===== config.mk =====
export PLATFORM = sky130hd
export DESIGN_NAME = pbcm_ctrl
export DESIGN_NICKNAME = d
export VERILOG_FILES = /design/src/rtl/core/pbcm_pkg.sv /design/src/rtl/core/pbcm_ctrl.sv
export VERILOG_INCLUDE_DIRS = /design/src /design/src/rtl/core
export SDC_FILE = /design/constraint.sdc
export NUM_CORES = 1
export LEC_CHECK = 0
export ABC_AREA = 1
export BUFFER_PORTS_ARGS = -buffer_cell sky130_fd_sc_hd__clkbuf_2
export CORE_ASPECT_RATIO = 0.6
export CORE_MARGIN = 1
export CORE_UTILIZATION = 44
export DETAILED_ROUTE_END_ITERATION = 16
export HOLD_SLACK_MARGIN = 0.12
export PLACE_DENSITY = 0.72
export RECOVER_POWER = 25
export SYNTH_ARGS = -nofsm -noshare
export SYNTH_HDL_FRONTEND = slang
export SYNTH_SLANG_ARGS = --single-unit

===== constraint.sdc =====
create_clock -name clk -period 1.35 [get_ports clk]
set_clock_uncertainty 0.05 [all_clocks]
set_input_delay 0.135 -clock clk [delete_from_list [all_inputs] [get_ports clk]]
set_output_delay 0.135 -clock clk [all_outputs]
set_load 0.05 [all_outputs]

===== src/rtl/core/assert_macros.svh =====
// Assertion macros shared by the RTL files.
`ifndef ASSERT_MACROS_SVH
`define ASSERT_MACROS_SVH
`ifndef NO_ASSERTIONS
`define ASSERT_IMPL(label, cond) \
    label: assert property (@(posedge clk) disable iff (!rst_n) (cond)) else $error("%m failed");
`define ASSERT_SEQ(label, ante, cons) \
    label: assert property (@(posedge clk) disable iff (!rst_n) (ante) |=> (cons)) else $error("%m failed");
`else
`define ASSERT_IMPL(label, cond)
`define ASSERT_SEQ(label, ante, cons)
`endif
`endif


===== src/rtl/core/pbcm_pkg.sv =====
// ----------------------------------------------------------------------------
// pbcm_pkg
// Types and constants for the page buffer clock manager.
// ----------------------------------------------------------------------------
package pbcm_pkg;

    localparam int FRAMES_DEF = 32;
    localparam int FRAME_W    = 5;
    localparam int CFG_W      = 17;
    localparam int OFF_W      = 40;
    localparam logic [15:0] PIN_MAX = 16'hFFFF;

    typedef enum logic [2:0] {
        OP_GET   = 3'd0,
        OP_PIN   = 3'd1,
        OP_ALLOC = 3'd2,
        OP_DIRTY = 3'd3,
        OP_UNPIN = 3'd4,
        OP_FLUSH = 3'd5,
        OP_FORCE = 3'd6,
        OP_CLEAR = 3'd7
    } op_t;

    typedef enum logic [1:0] {
        KIND_STATUS = 2'd0,
        KIND_READ   = 2'd1,
        KIND_WRITE  = 2'd2
    } kind_t;

    typedef enum logic [2:0] {
        ST_OK         = 3'd0,
        ST_NO_FRAME   = 3'd1,
        ST_BUFFERED   = 3'd2,
        ST_NOT_BUF    = 3'd3,
        ST_NOT_PINNED = 3'd4
    } status_t;

    localparam logic CFG_PAGE_BYTES   = 1'b0;
    localparam logic CFG_HEADER_BYTES = 1'b1;

    typedef struct packed {
        logic [2:0]  op;
        logic [7:0]  file_id;
        logic [23:0] page_num;
    } in_item_t;

    typedef struct packed {
        logic [1:0]  kind;
        logic [2:0]  status;
        logic [4:0]  frame;
        logic [7:0]  req_file;
        logic [23:0] req_page;
        logic [39:0] byte_offset;
        logic        last;
    } out_item_t;

    typedef enum logic [3:0] {
        S_IDLE,
        S_LOOKUP,
        S_SCAN1,
        S_SCAN2,
        S_VICTIM,
        S_WALK,
        S_MUL,
        S_EMIT,
        S_FINISH,
        S_DONE
    } state_t;

    // Commands from controller to datapath.
    typedef struct packed {
        logic load_item;
        logic lookup;
        logic scan_clear;
        logic scan_reset;
        logic scan_step;
        logic take_victim;
        logic evict_victim;
        logic do_hit;
        logic do_fill;
        logic do_clean;
        logic do_empty;
        logic walk_reset;
        logic walk_step;
        logic req_from_frame;
        logic req_from_item;
        logic mul_go;
        logic emit_req;
        logic emit_status;
        logic [2:0] status;
        logic use_frame;
    } cmd_t;

    // Status from datapath to controller.
    typedef struct packed {
        logic       hit;
        logic       pinned_zero;
        logic       scan_match;
        logic       scan_end;
        logic       victim_dirty;
        logic       walk_match;
        logic       walk_dirty;
        logic       walk_end;
        logic       out_busy;
        logic [2:0] op;
    } stat_t;

endpackage


===== src/rtl/core/pbcm_ctrl.sv =====
// ----------------------------------------------------------------------------
// pbcm_ctrl
// Operation sequencer: lookup, victim scans, file walks and word emission.
// ----------------------------------------------------------------------------
module pbcm_ctrl (
    input  logic            clk,
    input  logic            rst_n,
    input  logic            in_fire,
    input  pbcm_pkg::stat_t st,
    output logic            busy,
    output pbcm_pkg::cmd_t  cmd
);
    import pbcm_pkg::*;
    `include "assert_macros.svh"

    state_t state_reg, state_next;
    // After a multiply the pending request kind and what follows.
    logic   after_walk_reg, after_walk_next;
    logic   read_pend_reg, read_pend_next;
    logic   is_read_reg, is_read_next;

    always_ff @(posedge clk or negedge rst_n)
    begin
        if (!rst_n)
        begin
            state_reg      <= S_IDLE;
            after_walk_reg <= 1'b0;
            read_pend_reg  <= 1'b0;
            is_read_reg    <= 1'b0;
        end
        else
        begin
            state_reg      <= state_next;
            after_walk_reg <= after_walk_next;
            read_pend_reg  <= read_pend_next;
            is_read_reg    <= is_read_next;
        end
    end

    assign busy = (state_reg != S_IDLE);

    always_comb
    begin
        state_next      = state_reg;
        after_walk_next = after_walk_reg;
        read_pend_next  = read_pend_reg;
        is_read_next    = is_read_reg;
        unique case (state_reg)
            S_IDLE:
                if (in_fire)
                    state_next = S_LOOKUP;
            S_LOOKUP:
            begin
                state_next = S_FINISH;
                unique case (op_t'(st.op))
                    OP_GET, OP_PIN, OP_ALLOC:
                        if (!st.hit)
                            state_next = S_SCAN1;
                    OP_FORCE:
                        if (st.hit && st.victim_dirty)
                        begin
                            after_walk_next = 1'b0;
                            read_pend_next  = 1'b0;
                            is_read_next    = 1'b0;
                            state_next      = S_MUL;
                        end
                    OP_FLUSH, OP_CLEAR:
                        state_next = S_WALK;
                    default:
                        state_next = S_FINISH;
                endcase
            end
            S_SCAN1:
                if (st.scan_match)
                    state_next = S_VICTIM;
                else if (st.scan_end)
                    state_next = S_SCAN2;
            S_SCAN2:
                if (st.scan_match)
                    state_next = S_VICTIM;
                else if (st.scan_end)
                    state_next = S_FINISH;
            S_VICTIM:
            begin
                after_walk_next = 1'b0;
                read_pend_next  = (op_t'(st.op) != OP_ALLOC);
                if (st.victim_dirty)
                begin
                    is_read_next = 1'b0;
                    state_next   = S_MUL;
                end
                else if (op_t'(st.op) != OP_ALLOC)
                begin
                    is_read_next   = 1'b1;
                    read_pend_next = 1'b0;
                    state_next     = S_MUL;
                end
                else
                    state_next = S_FINISH;
            end
            S_WALK:
                if (st.walk_match && st.walk_dirty)
                begin
                    after_walk_next = !st.walk_end;
                    read_pend_next  = 1'b0;
                    is_read_next    = 1'b0;
                    state_next      = S_MUL;
                end
                else if (st.walk_end)
                    state_next = S_FINISH;
            S_MUL:
                state_next = S_EMIT;
            S_EMIT:
                if (!st.out_busy)
                begin
                    if (read_pend_reg)
                    begin
                        read_pend_next = 1'b0;
                        is_read_next   = 1'b1;
                        state_next     = S_MUL;
                    end
                    else if (after_walk_reg)
                        state_next = S_WALK;
                    else
                        state_next = S_FINISH;
                end
            S_FINISH:
                if (!st.out_busy)
                    state_next = S_DONE;
            S_DONE:
                if (!st.out_busy)
                    state_next = S_IDLE;
            default:
                state_next = S_IDLE;
        endcase
    end

    // The status word is formed from latched flags in FINISH.
    logic scan_failed_reg, scan_failed_next;
    always_ff @(posedge clk or negedge rst_n)
    begin
        if (!rst_n)
            scan_failed_reg <= 1'b0;
        else
            scan_failed_reg <= scan_failed_next;
    end

    always_comb
    begin
        scan_failed_next = scan_failed_reg;
        if (state_reg == S_LOOKUP)
            scan_failed_next = 1'b0;
        else if (state_reg == S_SCAN2 && !st.scan_match && st.scan_end)
            scan_failed_next = 1'b1;
    end

    logic hit_reg, hit_next;
    logic pz_reg, pz_next;
    always_ff @(posedge clk or negedge rst_n)
    begin
        if (!rst_n)
        begin
            hit_reg <= 1'b0;
            pz_reg  <= 1'b0;
        end
        else
        begin
            hit_reg <= hit_next;
            pz_reg  <= pz_next;
        end
    end

    always_comb
    begin
        hit_next = hit_reg;
        pz_next  = pz_reg;
        if (state_reg == S_LOOKUP)
        begin
            hit_next = st.hit;
            pz_next  = st.pinned_zero;
        end
    end

    always_comb
    begin
        cmd = '0;
        unique case (state_reg)
            S_IDLE:
                cmd.load_item = in_fire;
            S_LOOKUP:
            begin
                cmd.lookup     = 1'b1;
                cmd.scan_reset = 1'b1;
                cmd.walk_reset = 1'b1;
                if (op_t'(st.op) == OP_FORCE && st.hit)
                    cmd.req_from_frame = 1'b1;
            end
            S_SCAN1:
            begin
                cmd.scan_step  = 1'b1;
                cmd.scan_clear = 1'b1;
                cmd.take_victim = st.scan_match;
                cmd.scan_reset = st.scan_end && !st.scan_match;
            end
            S_SCAN2:
            begin
                cmd.scan_step   = 1'b1;
                cmd.take_victim = st.scan_match;
            end
            S_VICTIM:
            begin
                cmd.req_from_frame = 1'b1;
                cmd.evict_victim   = 1'b1;
            end
            S_WALK:
                if (st.walk_match)
                begin
                    cmd.req_from_frame = st.walk_dirty;
                    cmd.do_clean       = 1'b1;
                    cmd.do_empty       = (op_t'(st.op) == OP_CLEAR);
                    cmd.walk_step      = !(st.walk_dirty);
                end
                else
                    cmd.walk_step = 1'b1;
            S_MUL:
            begin
                cmd.mul_go        = 1'b1;
                cmd.req_from_item = is_read_reg;
            end
            S_EMIT:
                if (!st.out_busy)
                begin
                    cmd.emit_req  = 1'b1;
                    cmd.walk_step = after_walk_reg;
                end
            S_FINISH:
                if (!st.out_busy)
                begin
                    cmd.emit_status = 1'b1;
                    cmd.status      = ST_OK;
                    cmd.use_frame   = 1'b0;
                    unique case (op_t'(st.op))
                        OP_GET, OP_PIN, OP_ALLOC:
                            if (hit_reg)
                            begin
                                cmd.use_frame = 1'b1;
                                cmd.do_hit    = 1'b1;
                                if (op_t'(st.op) == OP_ALLOC)
                                    cmd.status = ST_BUFFERED;
                            end
                            else if (scan_failed_reg)
                                cmd.status = ST_NO_FRAME;
                            else
                            begin
                                cmd.use_frame = 1'b1;
                                cmd.do_fill   = 1'b1;
                            end
                        OP_DIRTY:
                            if (!hit_reg)
                                cmd.status = ST_NOT_BUF;
                            else
                            begin
                                cmd.use_frame = 1'b1;
                                cmd.do_hit    = !pz_reg;
                                if (pz_reg)
                                    cmd.status = ST_NOT_PINNED;
                            end
                        OP_UNPIN:
                            if (!hit_reg)
                                cmd.status = ST_NOT_BUF;
                            else
                            begin
                                cmd.use_frame = 1'b1;
                                cmd.do_hit    = 1'b1;
                            end
                        OP_FORCE:
                        begin
                            cmd.use_frame = hit_reg;
                            cmd.do_clean  = hit_reg;
                        end
                        default:
                            cmd.use_frame = 1'b0;
                    endcase
                end
            default:
                cmd = '0;
        endcase
    end

    `ASSERT_SEQ(a_load_leaves_idle, in_fire, state_reg == S_LOOKUP)
    `ASSERT_IMPL(a_no_double_emit, !(cmd.emit_req && cmd.emit_status))
    `ASSERT_IMPL(a_fire_only_idle, !in_fire || state_reg == S_IDLE)
    `ASSERT_SEQ(a_mul_then_emit, state_reg == S_MUL, state_reg == S_EMIT)

endmodule


==> results by group, run 1 <==
Synthesis
  – Post-synth top area share: 0.238
  – Synth cell count leaders: 57 x nand2_1, 27 x nand3_1, 24 x nor2_1
  – Syn Nets: 200
  – Ys Warns: 0
  – Synth Register Bits: 10
  – Syn_area_per_cell: 5.69 µm²
  – Synth area leaders: dfrtp_1 24%, nand2_1 20%, nand3_1 13%
  – Post-synth EDFFs: 0
  – Fraction of registers with async set/reset: 1.00
  – Most used DFF post-synth: dfrtp_1
  – Netlist cell types: 22
  – Yosys top cell by area: dfrtp_1
  – Most common cell in the netlist: nand2_1
  – Sequential-to-total area share from yosys stat: 0.238
  – Synthesized area: 0.00105 mm²
  – Post-Syn Instances: 185

Floorplanning
  – Die width: 65.1 µm
  – Starting density of the core: 0.476
  – I/O pins: 38
  – Placement Rows: 13
  – Die Height: 39.9 µm

Status
  – First Error: [ERROR DPL-0038] Utilization greater than 100%, impossible to legalize
  – Outcome: aborted with a tool error
  – Last step reached: clock tree synthesis (4_1_cts)

CTS
  – Clk sinks: 10
  – # Post-CTS Setup Buffers: 16
  – CTS Buf Count: 3
  – # resized after CTS: 76
  – H-tree depth: 1
  – Clk Tree Root Cell: clkbuf_8
  – Cts hold-fix bufs: 2
  – Clk buf depth: 2

Placed design
  – IO Port Bufs: 37
  – DP HPWL: 3720 µm
  – Pre-CTS WS: -0.338 ns
  – Post-DP Area: 0.00199 mm²
  – GPL Wtd Cong: 1.01
==> stage by stage <==
step	cells	setup TNS (ns)	hold WS [ns]	utilization
2_1_floorplan	185	-4.87	-0.211	-
3_3_place_gp	287	-4.45	-0.0278	0.898
3_5_place_dp	287	-6.34	-0.0200	0.898
==> logic make-up after synthesis <==
group                  count (synthesis)  synth area share
AOI/OAI and AO/OA                     11            0.0523
buffers and inverters                 34             0.130
DFF                                   10             0.238
and+or+nand+nor                      130             0.580
==> inputs of run 2 (changes only) <==
--- a/config.mk
+++ b/config.mk
@@ -8,12 +8,10 @@
 export LEC_CHECK = 0
 export ABC_AREA = 1
 export BUFFER_PORTS_ARGS = -buffer_cell sky130_fd_sc_hd__clkbuf_2
-export CORE_ASPECT_RATIO = 0.6
-export CORE_MARGIN = 1
-export CORE_UTILIZATION = 44
+export CORE_AREA = 2 2 63 65
 export DETAILED_ROUTE_END_ITERATION = 16
-export HOLD_SLACK_MARGIN = 0.12
-export PLACE_DENSITY = 0.72
+export DIE_AREA = 0 0 65 67
+export PLACE_DENSITY_LB_ADDON = 0.15
 export RECOVER_POWER = 25
 export SYNTH_ARGS = -nofsm -noshare
 export SYNTH_HDL_FRONTEND = slang
==> constraint.sdc (replaced) <==
create_clock -name clk -period 1.8 [get_ports clk]
set_clock_uncertainty 0.05 [all_clocks]
set_input_delay 0.18 -clock clk [delete_from_list [all_inputs] [get_ports clk]]
set_output_delay 0.18 -clock clk [all_outputs]
set_load 0.05 [all_outputs]
==> run 2 against run 1 <==
The run now ends clean; synthesized cell count unchanged; synthesized area unchanged.
==> results by group, run 2 <==
STA
  – Min Hold Slack: 0.0892 ns
  – Unrepaired setup endpoints after global routing: yes
  – Worst-Margin Slew: 0.587 ns
  – Setup TNS: 0 ns
  – Final Hold Fails: 0
  – Final Critical Period: 1.78 ns
  – Final Setup Violations: 0
  – Fin crit share: 0.990
  – Final Max Tran Viols: 0
  – Relative slew slack: 0.608
  – Fmax: 0.561 GHz

Floorplanning
  – Die width: 65 µm
  – Starting density of the core: 0.292
  – Die Height: 67 µm
  – I/O pins: 38
  – Placement Rows: 22
  – Die area: 0.00436 mm²
  – Core ar.: 0.00361 mm²

Global route
  – First-pass GRT wire length: 5630 µm
  – Gr ovfl total: 0
  – Total Routing Usage GR: 0.172
  – Initial antenna violation count: 0
  – Pin count of the biggest net entering global routing: 11
  – Vias in the first global route: 1189

Worst setup path
  – Critical Path Stages: 5
  – CP required: 1.57 ns
  – CP Cell Sequence: buf_4 -> nor2_2 -> nand2_2 -> nor4_4 -> clkbuf_8
  – CP bufs+invs: 2
  – CP max FO: 6
  – Worst setup EP type: output pin
  – Worst path top cell family by delay: simple AND/OR/NAND/NOR gates
  – Reg2Reg Capture Point: is_read_reg
  – Critical Path Start: state_reg[1]
  – R2R Setup Slk: 0.13 ns
  – Slowest CP cell: dfrtp_1
  – Critical path arrival: 1.55 ns
  – Reg2Reg Launch Point: state_reg[1]
  – CP max stage delay: 0.38 ns
  – Kind of critical path: reg2out
  – Critical Path Start Type: register
  – Worst Setup EP: cmd[11]
  – Reg2Reg Depth: 9

CTS
  – Clk Tree Root Cell: clkbuf_8
  – CTS Buf Count: 3
  – Worst-Skew Late Latency: 0.24 ns
  – Clk slew on worst S/H paths: 0.05 ns
  – H-tree depth: 1
  – Clk buf depth: 2
  – Clk sinks: 10
  – CTS tree: built

Drt
  – Routed Antenna Nets: 0
  – Average vias per placed instance: 4.65
  – WL/cell: 12.8 µm
  – DRT Pass-1 Iters: 4
  – Routed wire length: 3600 µm
  – Via count: 1306
  – DRT iter0 DRCs: 47
  – DR DRC count: 0

Pwr
  – Sequential power share: 0.181
  – Total chip power: 0.00235 W
  – Switching Fraction: 0.562
  – Pleak: 0.904 nW
  – Comb pwr share: 0.696
  – Power density over cell area: 1420 mW/mm²
  – Max IR drop VDD: 0.661 mV
  – Clk pwr share: 0.123
  – Psw: 0.00132 W
  – Pint: 0.00103 W

Synthesis
  – Synthesized area: 0.00105 mm²
  – Syn_area_per_cell: 5.69 µm²
  – Fraction of registers with async set/reset: 1.00
  – Synth area leaders: dfrtp_1 24%, nand2_1 20%, nand3_1 13%
  – Yosys top cell by area: dfrtp_1
  – Sequential-to-total area share from yosys stat: 0.238
  – Netlist cell types: 22
  – Post-synth top area share: 0.238
  – Most used DFF post-synth: dfrtp_1
  – Most common cell in the netlist: nand2_1
  – Post-Syn Instances: 185
  – Ys Warns: 0
  – Post-synth EDFFs: 0
  – Synth Register Bits: 10
  – Synth cell count leaders: 57 x nand2_1, 27 x nand3_1, 24 x nor2_1
  – Syn Nets: 200

Layout
  – Most common cell after layout, fill and taps aside: nand2_1
  – Max reg flops: 4
  – ANT cells: 0
  – Final instance area: 0.00165 mm²
  – Commonest non-fill, non-tap cells in the layout: 56 x nand2_1, 23 x nand3_1, 22 x inv_1, 21 x nor2_1, 19 x clkbuf_2
  – Layout cells sized above 1: 0.373
  – Synthesis-to-finish area growth: 56.7%
  – Total Nets Final: 249
  – Fillers: 389

Placed design
  – IO Port Bufs: 37
  – GPL Wtd Cong: 0.840
  – Post-DP Area: 0.00142 mm²
  – DP HPWL: 2850 µm

Worst hold path
  – Worst Hold Launch: st[10]
  – Hold crit path type: in2reg
  – Hold path cells: 3

Status
  – Outcome: completed

Job
  – Maxcap violations: 0
run 2: cell counts after synthesis:
Identical to the previous run, type by type.
run 2: layout make-up:
type,instances,area (µm²),share of cell area
Timing Repair Buffer,46,358,0.217
Tap cell,48,60.1,0.0364
Multi-Input combinational cell,142,806,0.489
Sequential cell,10,251,0.153
Inverter,31,119,0.0721
Clock buffer,4,55.1,0.0334
run 2: stage by stage:
step / instances / utilization / setup WS [ns]
floorplan: 185 / - / -0.260
global placement: 274 / 0.392 / 0.118
detailed placement: 274 / 0.392 / 0.104
CTS: 279 / 0.439 / -0.00569
global route: 281 / 0.457 / -0.0475
finish: 281 / 0.457 / 0.0189
run 2: what timing repair did:
action                                 in CTS  in global routing
hold buffers                                1                  0
buffers inserted                            0                  1
endpoints found under the hold margin      10                  0
gates resized for setup                    25                 23
gates cloned                                0                  1
setup endpoints to repair                  14                 18
pin swaps                                   0                  3
run 2: how the worst min path moves through the flow:
| stage | end | slack (ns) |
|---|---|---|
| after floorplan | after_walk_reg | -0.17 |
| after global placement | hit_reg | 0.02 |
| after detailed placement | hit_reg | 0.02 |
| after CTS | pz_reg | 0.09 |
| after global routing | pz_reg | 0.1 |
| final | pz_reg | 0.09 |
run 2: power by group through the flow:
stage | registers (W) | clock network (W) | logic, W
after floorplan | 0.000388 | 0 | 0.00114
after global placement | 0.000412 | 0 | 0.00149
after detailed placement | 0.000412 | 0 | 0.00148
after CTS | 0.000415 | 0.000291 | 0.00156
after global routing | 0.000441 | 0.000304 | 0.00177
final | 0.000425 | 0.000288 | 0.00164
run 2: kinds of logic (layout without fill, tap and decap cells):
logic type,count (synthesis),count (layout),synth area share
buffers and inverters,34,81,0.130
AND/OR/NAND/NOR,130,131,0.580
AO/OA/AOI/OAI,11,11,0.0523
flip-flops,10,10,0.238
run 2: layer usage:
metal	vias up	GRT usage	wire length, µm
met5	-	0	0
met1	594	0.228	1640
met3	2	0.0372	163
met2	32	0.293	1780
li1	678	-	-
met4	0	0.0239	13
run 2: worst min-delay path, delay by kind of cell:
family / cells / cell delay, ns
AND/OR/NAND/NOR: 2 / 0.09
buffers and inverters: 1 / 0.08
Note: power is estimated with default switching activity, not from simulation.
==> inputs of run 3 (changes only) <==
==> constraint.sdc (replaced) <==
create_clock -name clk -period 2.2 [get_ports clk]
set_clock_uncertainty 0.05 [all_clocks]
set_input_delay 0.22 -clock clk [delete_from_list [all_inputs] [get_ports clk]]
set_output_delay 0.22 -clock clk [all_outputs]
set_load 0.05 [all_outputs]
==> run 3 against run 2 <==
Combinational power down 34%; largest cell class unchanged; global-route usage down 0.61 points; die area unchanged; critical endpoint is now cmd[14]; register-to-register slack gained 0.39 ns; count of clock-buffer cells in the layout down 1; critical path type unchanged; sequential cell count stayed put.
==> results by group, run 3 (synthesis gave the netlist of run 2 again) <==
Worst hold path
  – Worst Hold Launch: st[10]
  – Hold crit path type: in2reg
  – Hold path cells: 3
  – Hold worst-path end: pz_reg

Layout
  – ANT cells: 0
  – Synthesis-to-finish area growth: 28.7%
  – Max reg flops: 4
  – Commonest non-fill, non-tap cells in the layout: 57 x nand2_1, 34 x clkbuf_2, 26 x nand3_1, 24 x nor2_1, 22 x inv_1
  – Fillers: 433
  – Most common cell after layout, fill and taps aside: nand2_1
  – Layout cells sized above 1: 0.290
  – Area of the multi-input gates: 684 µm²
  – Final instance area: 0.00135 mm²
  – Final non-filler cell total: 272
  – Total Nets Final: 241
  – Register area: 250 µm²

Global route
  – Initial antenna violation count: 0
  – Gr ovfl total: 0
  – Vias in the first global route: 1122
  – GRT Max-Usage Layer: met1
  – GRT met2 Usage: 0.241
  – First-pass GRT wire length: 5400 µm
  – Pin count of the biggest net entering global routing: 11
  – Grt met3 use: 0.0169
  – Total Routing Usage GR: 0.166
  – Met1 Resource Use GR: 0.244

STA
  – Final Setup Violations: 0
  – Final Hold Fails: 0
  – Fin crit share: 0.921
  – Worst-Margin Slew: 0.623 ns
  – Setup ws final: 0.173 ns
  – Final Critical Period: 2.03 ns
  – Fmax: 0.493 GHz
  – Unrepaired setup endpoints after global routing: no
  – Relative slew slack: 0.584
  – Final Max Tran Viols: 0
  – Min Hold Slack: 0.141 ns

Job
  – Maxcap violations: 0

Worst setup path
  – Slowest CP cell: dfrtp_1
  – Reg2Reg Depth: 9
  – CP max FO: 8
  – CP required: 1.93 ns
  – CP max stage delay: 0.46 ns
  – CP Cell Sequence: nor3_2 -> nand3_2 -> inv_2 -> nand3_1 -> a21oi_2 -> buf_2
  – Reg2Reg Launch Point: state_reg[3]
  – Kind of critical path: reg2out
  – Critical Path Start Type: register
  – Critical path arrival: 1.76 ns
  – Reg2Reg Capture Point: is_read_reg
  – Worst setup EP type: output pin
  – R2R Setup Slk: 0.52 ns

CTS
  – CTS Buf Count: 3
  – Worst-Skew Late Latency: 0.24 ns
  – H-tree depth: 1
  – Clk slew on worst S/H paths: 0.05 ns
  – CTS tree: built
  – Clk Tree Root Cell: clkbuf_8
  – Clk sinks: 10
  – Clk buf depth: 2
  – # Post-CTS Setup Buffers: 0

Drt
  – Routed Antenna Nets: 0
  – DRT Pass-1 Iters: 4
  – WL/cell: 11.9 µm
  – DR DRC count: 0
  – Routed wire length: 3250 µm
  – Via count: 1283
  – DRT iter0 DRCs: 76
  – Average vias per placed instance: 4.72

Pwr
  – Max IR drop VDD: 0.393 mV
  – Power density over cell area: 1210 mW/mm²
  – Total chip power: 0.00164 W
  – Pleak: 0.808 nW

Floorplanning
  – Die area: 0.00436 mm²
  – Die Height: 67 µm
  – Die width: 65 µm
  – Placement Rows: 22
  – Core ar.: 0.00361 mm²
  – I/O pins: 38
  – Starting density of the core: 0.292

Placed design
  – Placed Instances: 268
  – GPL Wtd Cong: 0.827
  – Pre-CTS WS: 0.340 ns
  – DP HPWL: 2750 µm
  – Post-DP Area: 0.00130 mm²
  – IO Port Bufs: 37

Status
  – Outcome: completed
run 3: changes by cell type in the layout (fill, tap and decap cells not counted), moves of 3 or more:
cell	delta
buf_4	-7
clkbuf_8	-5
buf_6	-5
clkbuf_2	+15
nor2_1	+3
nor4_4	-3
clkbuf_4	-3
nand3_1	+3
buf_8	-3
run 3: metal layers:
layer | up-vias | part of all wire
met1 | 563 | 0.49
met5 | - | 0
li1 | 661 | -
met3 | 4 | 0.077
met2 | 55 | 0.42
met4 | 0 | 0.014
run 3: where the power goes:
group | switching [W] | internal (W)
sequential | 0.000115 | 0.000257
clock | 0.0000745 | 0.000120
combinational | 0.000791 | 0.000287
run 3: worst max-delay path by stage:
stage | start | end | slack (ns) | cells after the start
5_1_grt | state_reg[0] | cmd[14] | 0.04 | 6
3_5_place_dp | state_reg[0] | cmd[14] | 0.34 | 6
4_1_cts | state_reg[0] | cmd[2] | 0.07 | 6
2_1_floorplan | state_reg[0] | cmd[13] | -0.39 | 4
3_3_place_gp | state_reg[0] | cmd[2] | 0.36 | 6
6_report | state_reg[0] | cmd[14] | 0.17 | 6
run 3: cell type report:
class | count | share of cell area
inverters | 31 | 0.0860
flip-flops and latches | 10 | 0.185
clock buffers | 3 | 0.0305
repair buffers | 39 | 0.149
well taps | 48 | 0.0444
multi-input cells | 141 | 0.506
run 3: worst max-delay path: cells and delay by family, from the launching register on:
kind	cells	cell delay (ns)
AOI/OAI and AO/OA	1	0.13
buffers and inverters	2	0.39
and+or+nand+nor	3	0.53
DFF	1	0.46
run 3: timing repair:
item,in CTS,in global routing
endpoints found under the setup margin,0,3
endpoints found under the hold margin,10,0
hold buffers,1,0
resized for setup,0,3
run 3: stage by stage:
stage	util	setup TNS, ns
floorplan	-	-0.892
global placement	0.360	0
detailed placement	0.360	0
CTS	0.374	0
global route	0.375	0
finish	0.375	0
==> inputs of run 4 (changes only) <==
--- a/config.mk
+++ b/config.mk
@@ -6,8 +6,8 @@
 export SDC_FILE = /design/constraint.sdc
 export NUM_CORES = 1
 export LEC_CHECK = 0
-export ABC_AREA = 1
 export BUFFER_PORTS_ARGS = -buffer_cell sky130_fd_sc_hd__clkbuf_2
+export CAP_MARGIN = 20
 export CORE_AREA = 2 2 63 65
 export DETAILED_ROUTE_END_ITERATION = 16
 export DIE_AREA = 0 0 65 67
==> run 4 against run 3 <==
Sequential share of layout area shrank 0.59 points; die area is the same; count of clock-buffer cells in the layout is the same; synthesized area is the same; clock power grew 3%; non-clock buffer count grew 7; wire length grew 2.3%; cell count shrank 16%; utilization grew 2.0 points; maximum frequency shrank 4.0%; sequential cell count is the same.
==> results by group, run 4 <==
Status
  – Outcome: completed

CTS
  – H-tree depth: 1
  – Clk Tree Root Cell: clkbuf_8
  – CTS Buf Count: 3
  – Clk buf depth: 2
  – Worst-Skew Late Latency: 0.24 ns
  – CTS tree: built
  – Clk slew on worst S/H paths: 0.05 ns
  – Clk sinks: 10

Layout
  – Max reg flops: 4
  – Commonest non-fill, non-tap cells in the layout: 32 x clkbuf_2, 22 x nand2_1, 15 x nor2_1, 8 x buf_4
  – Area of the multi-input gates: 786 µm²
  – Synthesis-to-finish area growth: 35.6%
  – Layout cells sized above 1: 0.403
  – Total Nets Final: 198
  – Final non-filler cell total: 229
  – ANT cells: 0
  – Register area: 255 µm²
  – Most common cell after layout, fill and taps aside: clkbuf_2
  – Fillers: 380

Worst setup path
  – Critical Path Start Type: register
  – Worst path top cell family by delay: simple AND/OR/NAND/NOR gates
  – Kind of critical path: reg2out
  – CP max stage delay: 0.62 ns
  – CP required: 1.93 ns
  – Worst setup EP type: output pin
  – CP Cell Sequence: or4b_4 -> nor2_1 -> a21o_1 -> buf_2
  – CP bufs+invs: 1
  – Slowest CP cell: or4b_4
  – CP max FO: 13
  – Critical path arrival: 1.84 ns

Global route
  – Vias in the first global route: 1114
  – Initial antenna violation count: 0
  – Gr ovfl total: 0
  – Grt met3 use: 0.0321
  – Total Routing Usage GR: 0.162
  – GRT met2 Usage: 0.273
  – GRT Max-Usage Layer: met2
  – Pin count of the biggest net entering global routing: 16
  – First-pass GRT wire length: 5290 µm
  – Met1 Resource Use GR: 0.197

Floorplanning
  – Placement Rows: 22
  – Core ar.: 0.00361 mm²
  – I/O pins: 38
  – Die Height: 67 µm
  – Starting density of the core: 0.292
  – Die width: 65 µm
  – Die area: 0.00436 mm²

Pwr
  – Pleak: 0.639 nW
  – Power density over cell area: 1380 mW/mm²
  – Max IR drop VDD: 0.599 mV

Synthesis
  – Synthesized area: 0.00105 mm²
  – Ys Warns: 0
  – Netlist cell types: 50
  – Synth Area in Adders: 0
  – Synth Register Bits: 10
  – Most used DFF post-synth: dfrtp_1
  – Sequential-to-total area share from yosys stat: 0.238
  – Xor/xnor share of the synthesized area: 0
  – Synth cell count leaders: 22 x nand2_1, 18 x nor2_1, 10 x dfrtp_1
  – Compound-Gate Fraction of Synth Area: 0.284
  – Yosys top cell by area: dfrtp_1
  – Post-synth EDFFs: 0
  – Mux cell area share after synthesis: 0.0143
  – Fraction of registers with async set/reset: 1.00
  – Most common cell in the netlist: nand2_1
  – Synth area leaders: dfrtp_1 24%, nand2_1 7.8%, nor2_1 6.4%
  – Post-Syn Instances: 143
  – Syn_area_per_cell: 7.36 µm²
  – Largest family of logic cells by synthesized area: simple AND/OR/NAND/NOR gates
  – Syn Nets: 158
  – Simple-gate share of the synthesized area: 0.388
  – Post-synth top area share: 0.238

STA
  – Worst-Margin Slew: 0.623 ns
  – Unrepaired setup endpoints after global routing: yes
  – Final Max Tran Viols: 0
  – Fmax: 0.474 GHz
  – Final Critical Period: 2.11 ns
  – Fin crit share: 0.960
  – Relative slew slack: 0.585
  – Final Setup Violations: 0
  – Setup TNS: 0 ns
  – Final Hold Fails: 0

Placed design
  – DP HPWL: 2640 µm
  – GPL Wtd Cong: 0.844
  – IO Port Bufs: 37
  – Placed Instances: 225

Drt
  – Via count: 1196
  – DR DRC count: 0
  – Routed wire length: 3330 µm
  – DRT Pass-1 Iters: 4
  – Routed Antenna Nets: 0
  – DRT iter0 DRCs: 37
  – Average vias per placed instance: 5.22
  – WL/cell: 14.5 µm

Worst hold path
  – Hold crit path type: in2reg

Job
  – Maxcap violations: 0
-- run 4: changes by cell type in the layout (fill, tap and decap cells not counted), moves of 9 or more --
| cell | before | now |
|---|---|---|
| nand2_1 | 57 | 22 |
| inv_1 | 22 | 3 |
| nor2_1 | 24 | 15 |
| nand3_1 | 26 | 3 |
-- run 4: final timing paths --
check / end / depth (start not counted) / start / slack [ns]
worst max-delay path: cmd[8] / 4 / state_reg[1] / 0.09
worst min-delay path: pz_reg / 3 / st[10] / 0.12
worst max register to register: state_reg[0] / 5 / state_reg[2] / 0.16
worst min register to register: is_read_reg / 1 / is_read_reg / 0.43
max in group asynchronous: state_reg[1] / 2 / rst_n / 1.21
min in group asynchronous: read_pend_reg / 2 / rst_n / 0.46
-- run 4: routing by layer --
layer	up-vias	wire length [µm]
met4	0	66
met5	-	0
li1	598	-
met3	7	161
met2	33	1660
met1	558	1440
-- run 4: cell type report --
| cell class | instances | area share |
|---|---|---|
| well taps | 48 | 0.0421 |
| multi-input cells | 117 | 0.551 |
| repair buffers | 46 | 0.183 |
| flip-flops and latches | 10 | 0.179 |
| inverters | 5 | 0.0158 |
| clock buffers | 3 | 0.0289 |
-- run 4: kinds of logic (layout without fill, tap and decap cells) --
family,Yosys count,after routing
AND/OR/NAND/NOR,77,77
AO/OA/AOI/OAI,39,39
buffers and inverters,16,54
flip-flops,10,10
multiplexers,1,1
-- run 4: tightest hold or removal path: stages --
cell and delay (ns):
clkbuf_2 0.07, nand2_1 0.04, nand2_1 0.04
-- run 4: stage by stage --
stage	setup slack (ns)	util	power (W)	area, µm²	hold WS, ns
2_1_floorplan	-0.106	-	0.00147	1110	-0.126
3_3_place_gp	0.161	0.375	0.00172	1350	0.0672
3_5_place_dp	0.132	0.375	0.00173	1350	0.0749
4_1_cts	0.00924	0.392	0.00194	1410	0.116
5_1_grt	-0.00148	0.396	0.00210	1430	0.144
6_report	0.0886	0.396	0.00197	1430	0.116
-- run 4: timing repair --
item | 4_1_cts | 5_1_grt
hold endpoints to repair | 10 | 0
setup buffers | 0 | 0
setup endpoints to repair | 3 | 11
resized for setup | 5 | 5
hold buffers | 1 | 0
-- run 4: power by group --
part / switching [W] / internal (W)
Combinational: 0.000864 / 0.000455
Sequential: 0.000174 / 0.000272
Clock: 0.0000799 / 0.000121
Total: 0.00112 / 0.000848
